<file path="config.mk">
export PLATFORM = sky130hd
export DESIGN_NAME = tedc_cell
export DESIGN_NICKNAME = d
export VERILOG_FILES = /design/src/tedc_pkg.sv /design/src/tedc_cell.sv
export SDC_FILE = /design/constraint.sdc
export NUM_CORES = 1
export LEC_CHECK = 0
export BUFFER_PORTS_ARGS = -buffer_cell sky130_fd_sc_hd__buf_4
export CAP_MARGIN = 0
export CORE_MARGIN = 4
export CORE_UTILIZATION = 50
export DETAILED_ROUTE_END_ITERATION = 10
export HOLD_SLACK_MARGIN = 0.03
export MAX_ROUTING_LAYER = met4
export PLACE_DENSITY = 0.79
export SYNTH_ARGS = -nofsm -noshare
export SYNTH_HDL_FRONTEND = slang
export SYNTH_SLANG_ARGS = --single-unit
export TNS_END_PERCENT = 5
</file>
<file path="constraint.sdc">
create_clock -name clock -period 7.08 [get_ports clock]
set_input_delay 0.354 -clock clock [delete_from_list [all_inputs] [get_ports clock]]
set_output_delay 0.354 -clock clock [all_outputs]
set_load 0.005 [all_outputs]
</file>
<file path="src/tedc_pkg.sv">
`timescale 1ns / 1ps
// Shared constants, item types and wave types for the token edit distance core.
package tedc_pkg;

   localparam int MAX_LEN    = 64;
   localparam int SYM_W      = 21;
   localparam int DISTANCE_W = 7;
   localparam int DIST_W     = $clog2(MAX_LEN + 1);
   localparam int CNT_W      = $clog2(MAX_LEN + 2);

   localparam logic [1:0] KIND_CLEAR  = 2'd0;
   localparam logic [1:0] KIND_APPEND = 2'd1;
   localparam logic [1:0] KIND_CAND   = 2'd2;
   localparam logic [1:0] KIND_CLOSE  = 2'd3;

   typedef struct packed {
      logic [1:0]       kind;
      logic [SYM_W-1:0] symbol;
      logic             last;
   } req_type;

   typedef struct packed {
      logic [DISTANCE_W-1:0] distance;
      logic                  overflow;
   } rsp_type;

   typedef struct packed {
      logic              en;
      logic [DIST_W-1:0] index;
      logic [SYM_W-1:0]  sym;
   } ref_wr_type;

   typedef struct packed {
      logic              valid;
      logic              upd;
      logic              first;
      logic              cap;
      logic              ovf;
      logic [SYM_W-1:0]  sym;
      logic [DIST_W-1:0] left_new;
      logic [DIST_W-1:0] left_old;
      logic [DIST_W-1:0] target;
      logic [DIST_W-1:0] res;
   } wave_type;

endpackage

</file>
<file path="src/tedc_cell.sv">
`timescale 1ns / 1ps
// One cell of the distance chain: holds a reference symbol and one distance entry.
module tedc_cell (
   input  logic                       clock,
   input  logic                       reset,
   input  logic [tedc_pkg::DIST_W-1:0] cell_index,
   input  tedc_pkg::ref_wr_type       ref_wr,
   input  tedc_pkg::wave_type         wave_in,
   output tedc_pkg::wave_type         wave_out
);
   import tedc_pkg::*;

   logic [SYM_W-1:0]  sym_ff;
   logic [DIST_W-1:0] d_ff;
   logic [DIST_W-1:0] d_in;
   wave_type          wave_ff;
   wave_type          wave_in_next;

   logic [DIST_W-1:0] own_old;
   logic [DIST_W-1:0] new_d;
   logic [DIST_W-1:0] cur;
   logic [DIST_W:0]   up_cost;
   logic [DIST_W:0]   left_cost;
   logic [DIST_W:0]   diag_cost;
   logic [DIST_W:0]   min_ab;
   logic [DIST_W:0]   min_abc;

   always_comb begin
      own_old   = wave_in.first ? cell_index : d_ff;
      up_cost   = (DIST_W+1)'(own_old) + 1'b1;
      left_cost = (DIST_W+1)'(wave_in.left_new) + 1'b1;
      diag_cost = (DIST_W+1)'(wave_in.left_old) + ((sym_ff != wave_in.sym) ? 1'b1 : 1'b0);
      min_ab    = (up_cost < left_cost) ? up_cost : left_cost;
      min_abc   = (min_ab < diag_cost) ? min_ab : diag_cost;
      new_d     = DIST_W'(min_abc);
      cur       = wave_in.upd ? new_d : own_old;

      d_in = d_ff;
      if (wave_in.valid && wave_in.upd) begin
         d_in = new_d;
      end

      wave_in_next          = wave_in;
      wave_in_next.left_new = cur;
      wave_in_next.left_old = own_old;
      if (wave_in.cap && (wave_in.target == cell_index)) begin
         wave_in_next.res = cur;
      end
   end

   always_ff @(posedge clock) begin
      if (ref_wr.en && (ref_wr.index == cell_index)) begin
         sym_ff <= ref_wr.sym;
      end
      d_ff <= d_in;
   end

   always_ff @(posedge clock) begin
      if (reset) begin
         wave_ff.valid <= 1'b0;
      end else begin
         wave_ff <= wave_in_next;
      end
   end

   assign wave_out = wave_ff;

endmodule

</file>
==> out/metrics.csv <==
metric,value,unit
peak supply drop,0.144,mV
Synth top area share,59.4,%
cell area after synthesis,4100,µm²
most frequent cells after synthesis,"sky130_fd_sc_hd__edfxtp_1 (81), sky130_fd_sc_hd__xnor2_1 (40), sky130_fd_sc_hd__ha_1 (18), sky130_fd_sc_hd__inv_1 (18)",
worst rel slew slack,26.3,%
proportion of synthesized area in mux cells,4.25,%
die height,98.5,µm
global-route total usage across every layer,21.5,%
Initial Util,52.2,%
average footprint of a synthesized cell,13.5,µm²
prevailing post-synth register cell,sky130_fd_sc_hd__edfxtp_1,
Max Used Layer,met4,
most common cell in the netlist,sky130_fd_sc_hd__edfxtp_1,
critical path peak fanout,8,
actual slew at the worst max-slew pin,1.11,ns
launching element type of the critical path,flop,
iteration-0 DRC count of the detailed router,197,
Die X,98.5,µm
via count of the first global-routing pass,3031,
Comb power frac,25.9,%
share of the core filled with cells,70.1,%
Slew Limit Fails,0,
wire length of the first global-routing pass,15600,µm
placed wire-length estimate after detailed placement,7850,µm
Net Sw Power,0.000346,W
count of input and output buffers,145,
max-cap violations,0,
antenna violations before repair,0,
arrival time of data at the critical path endpoint,5.07,ns
maximum level of the CTS H-tree,3,
share of the synthesized netlist area taken by xor and xnor gates,10.5,%
WL/cell,18.0,µm
maximum number of pins on one net before global-route repair,54,
Worst Skew,0.0153,ns
Hold WC Path Type,input port to flop,
fraction of synthesis flops using an asynchronous set or reset pin,0,%
Total Wirelength,10100,µm
Fmax,201,MHz
final hold slack,0.172,ns
Post-CTS Repair Setup Buffers,0,
met2 wire length,5270,µm
flip-flop and latch count after synthesis,82,
main combinational cell family by area after synthesis,XOR/XNOR gates,
count of filler cells inserted in the layout,561,
crit path kind,flop to flop,
DR WL met3,654,µm
count of standard-cell rows,32,
count of different cell masters after synthesis,39,
dominant cell type by area after synthesis,sky130_fd_sc_hd__edfxtp_1,
Compound-Gate Fraction of Synth Area,7.79,%
# nets final,566,
Resize count post-CTS,0,
I/O pin cnt,146,
source-to-sink clock delay at the later pin of the worst-skew pair,0.35,ns
CTS clock-pin slew for the worst setup and hold paths,0.10,ns
unrepaired setup endpoints after global routing,false,
number of iterations in the first detailed-routing pass,4,
Leak Pwr,2.26,nW
TritonCTS clock tree,built,
DRC violations left,0,
Post-Route Setup TNS,0,ns
Area contributors post-synth,"sky130_fd_sc_hd__edfxtp_1 (59%), sky130_fd_sc_hd__xnor2_1 (8.6%), sky130_fd_sc_hd__ha_1 (5.5%)",
proportion of layout cells with a drive suffix above 1,38.2,%
"Hold Vio Cnt, Final",0,
Bufs on Longest Clock Path,2,
Die Outline Area,9710,µm²
part of the power in the clock network,27.2,%
Power per Cell Area,229,nW/µm²
total area of sequential cells,2450,µm²
Flop pwr share,46.9,%
relative area change from synthesis to final layout,34.3,%
Post-synth EDFFs,81,
core area,7850,µm²
setup-violating endpoint count in the final report,0,
Period minus WS final,4.98,ns
internal cell power,0.000912,W
number of clock buffers inserted by TritonCTS,9,
Vias per Instance,5.25,
final cycle utilization of the critical path,70.4,%
Met1 Routed Length,4010,µm
Sink Count,82,
Clk Tree Root Cell,sky130_fd_sc_hd__clkbuf_8,
area occupied by multi-input gates,1560,µm²
result of the run,"finished, final reports clean",
number of nets produced by synthesis,414,
switching share of power,27.5,%
sequential cell area fraction in the yosys report,59.9,%
capturing element type of the critical path,flop,
number of antenna cells inserted,0,
detailed-route via count,2958,
count of nets left with antenna violations after detail routing,0,
placer's final routability congestion estimate,0.862,
Synth Area in Adders,5.50,%
Yosys warning total,0,
total overflow reported by the global router,0,
hold-fix buffers at CTS,0,
simple-gate share of the synthesized area,9.96,%
Cells after Synth,304,
data required time of the critical path,7.17,ns
-- per-stage QoR --
step,instances,setup WS [ns],area (µm²),power [W]
CTS,563,2.09,5500,0.00126
finish,563,2.10,5500,0.00126
floorplan,304,2.79,4100,0.000785
global placement,547,2.02,5300,0.000921
detailed placement,547,1.93,5300,0.000925
global route,563,1.64,5500,0.00132
-- path summary, 6_finish.rpt --
path	startpoint	to	slack, ns	cells after the start
worst min register to register	d_ff[5]$_DFFE_PP_	wave_out[19]$_DFFE_PN_	0.67	1
worst min-delay path	ref_wr[13]	sym_ff[13]$_DFFE_PP_	0.17	1
worst max-delay path	d_ff[0]$_DFFE_PP_	wave_out[2]$_DFFE_PN_	2.10	20
worst max register to register	d_ff[0]$_DFFE_PP_	wave_out[2]$_DFFE_PN_	2.10	20
-- logic make-up after synthesis --
| logic type | Yosys count |
|---|---|
| AND/OR/NAND/NOR | 78 |
| buffers and inverters | 23 |
| multiplexers | 14 |
| AO/OA/AOI/OAI | 40 |
| XOR/XNOR | 49 |
| adder cells (fa/ha/maj) | 18 |
| flip-flops | 82 |
-- power groups by stage --
stage / Combinational (W) / Sequential, W / Clock (W)
final: 0.000325 / 0.000590 / 0.000342
after global routing: 0.000355 / 0.000594 / 0.000369
after CTS: 0.000326 / 0.000591 / 0.000346
after detailed placement: 0.000323 / 0.000602 / 0
after global placement: 0.000319 / 0.000602 / 0
after floorplan: 0.000182 / 0.000604 / 0
-- sequential cells by signal, indices dropped and copies added (netlist names) --
register	flops
d_ff	7
sym_ff	21
wave_out	54
-- layout by cell type, fill, tap and decap left out, types with 3 or more instances in the layout --
cell | Yosys | routed
sky130_fd_sc_hd__nor2_1 | 14 | 13
sky130_fd_sc_hd__nor3_1 | 3 | 3
sky130_fd_sc_hd__ha_1 | 18 | 18
sky130_fd_sc_hd__a21o_1 | 6 | 6
sky130_fd_sc_hd__a21oi_1 | 8 | 8
sky130_fd_sc_hd__buf_4 | 0 | 146
sky130_fd_sc_hd__xor2_1 | 9 | 9
sky130_fd_sc_hd__nand3_1 | 12 | 12
sky130_fd_sc_hd__a221o_1 | 5 | 5
sky130_fd_sc_hd__clkbuf_8 | 0 | 9
sky130_fd_sc_hd__mux2_2 | 3 | 3
sky130_fd_sc_hd__nand2_1 | 14 | 14
sky130_fd_sc_hd__nor2b_1 | 13 | 13
sky130_fd_sc_hd__nand4_1 | 11 | 11
sky130_fd_sc_hd__xnor2_1 | 40 | 40
sky130_fd_sc_hd__nand2b_1 | 3 | 3
sky130_fd_sc_hd__mux2i_1 | 5 | 5
sky130_fd_sc_hd__mux2_4 | 6 | 6
sky130_fd_sc_hd__o21ai_0 | 6 | 6
sky130_fd_sc_hd__inv_1 | 18 | 17
sky130_fd_sc_hd__edfxtp_1 | 81 | 81
-- critical path, cell delays in order (launching register included) --
cell	delay [ns]
sky130_fd_sc_hd__edfxtp_1	0.41
sky130_fd_sc_hd__mux2_4	0.34
sky130_fd_sc_hd__ha_1	0.25
sky130_fd_sc_hd__nand2_1	0.09
sky130_fd_sc_hd__xnor2_1	0.15
sky130_fd_sc_hd__inv_1	0.07
sky130_fd_sc_hd__ha_1	0.28
sky130_fd_sc_hd__nand4_1	0.16
sky130_fd_sc_hd__a21oi_1	0.12
sky130_fd_sc_hd__nor3_1	0.55
sky130_fd_sc_hd__buf_4	0.26
sky130_fd_sc_hd__nand2b_1	0.10
sky130_fd_sc_hd__o41a_1	0.17
sky130_fd_sc_hd__ha_1	0.20
sky130_fd_sc_hd__o211ai_1	0.11
sky130_fd_sc_hd__o21ai_1	0.13
sky130_fd_sc_hd__a21oi_1	0.08
sky130_fd_sc_hd__nor2b_1	0.20
sky130_fd_sc_hd__a2bb2oi_4	0.35
sky130_fd_sc_hd__mux2_4	0.36
sky130_fd_sc_hd__a221o_1	0.36
-- final cells by class --
class | count | share of cell area [%]
tap | 102 | 2.32
multi-input combinational | 199 | 28.3
timing repair buffer | 146 | 19.9
sequential | 82 | 44.6
clock inverter | 7 | 1.36
clock buffer | 9 | 2.25
inverter | 18 | 1.23
-- routing by layer --
metal,vias to the layer above,track usage (%)
met3,18,4.25
met5,-,-
met1,1382,25.6
met2,135,37.1
met4,0,6.41
li1,1423,-
(Power assumes the default switching activity.)
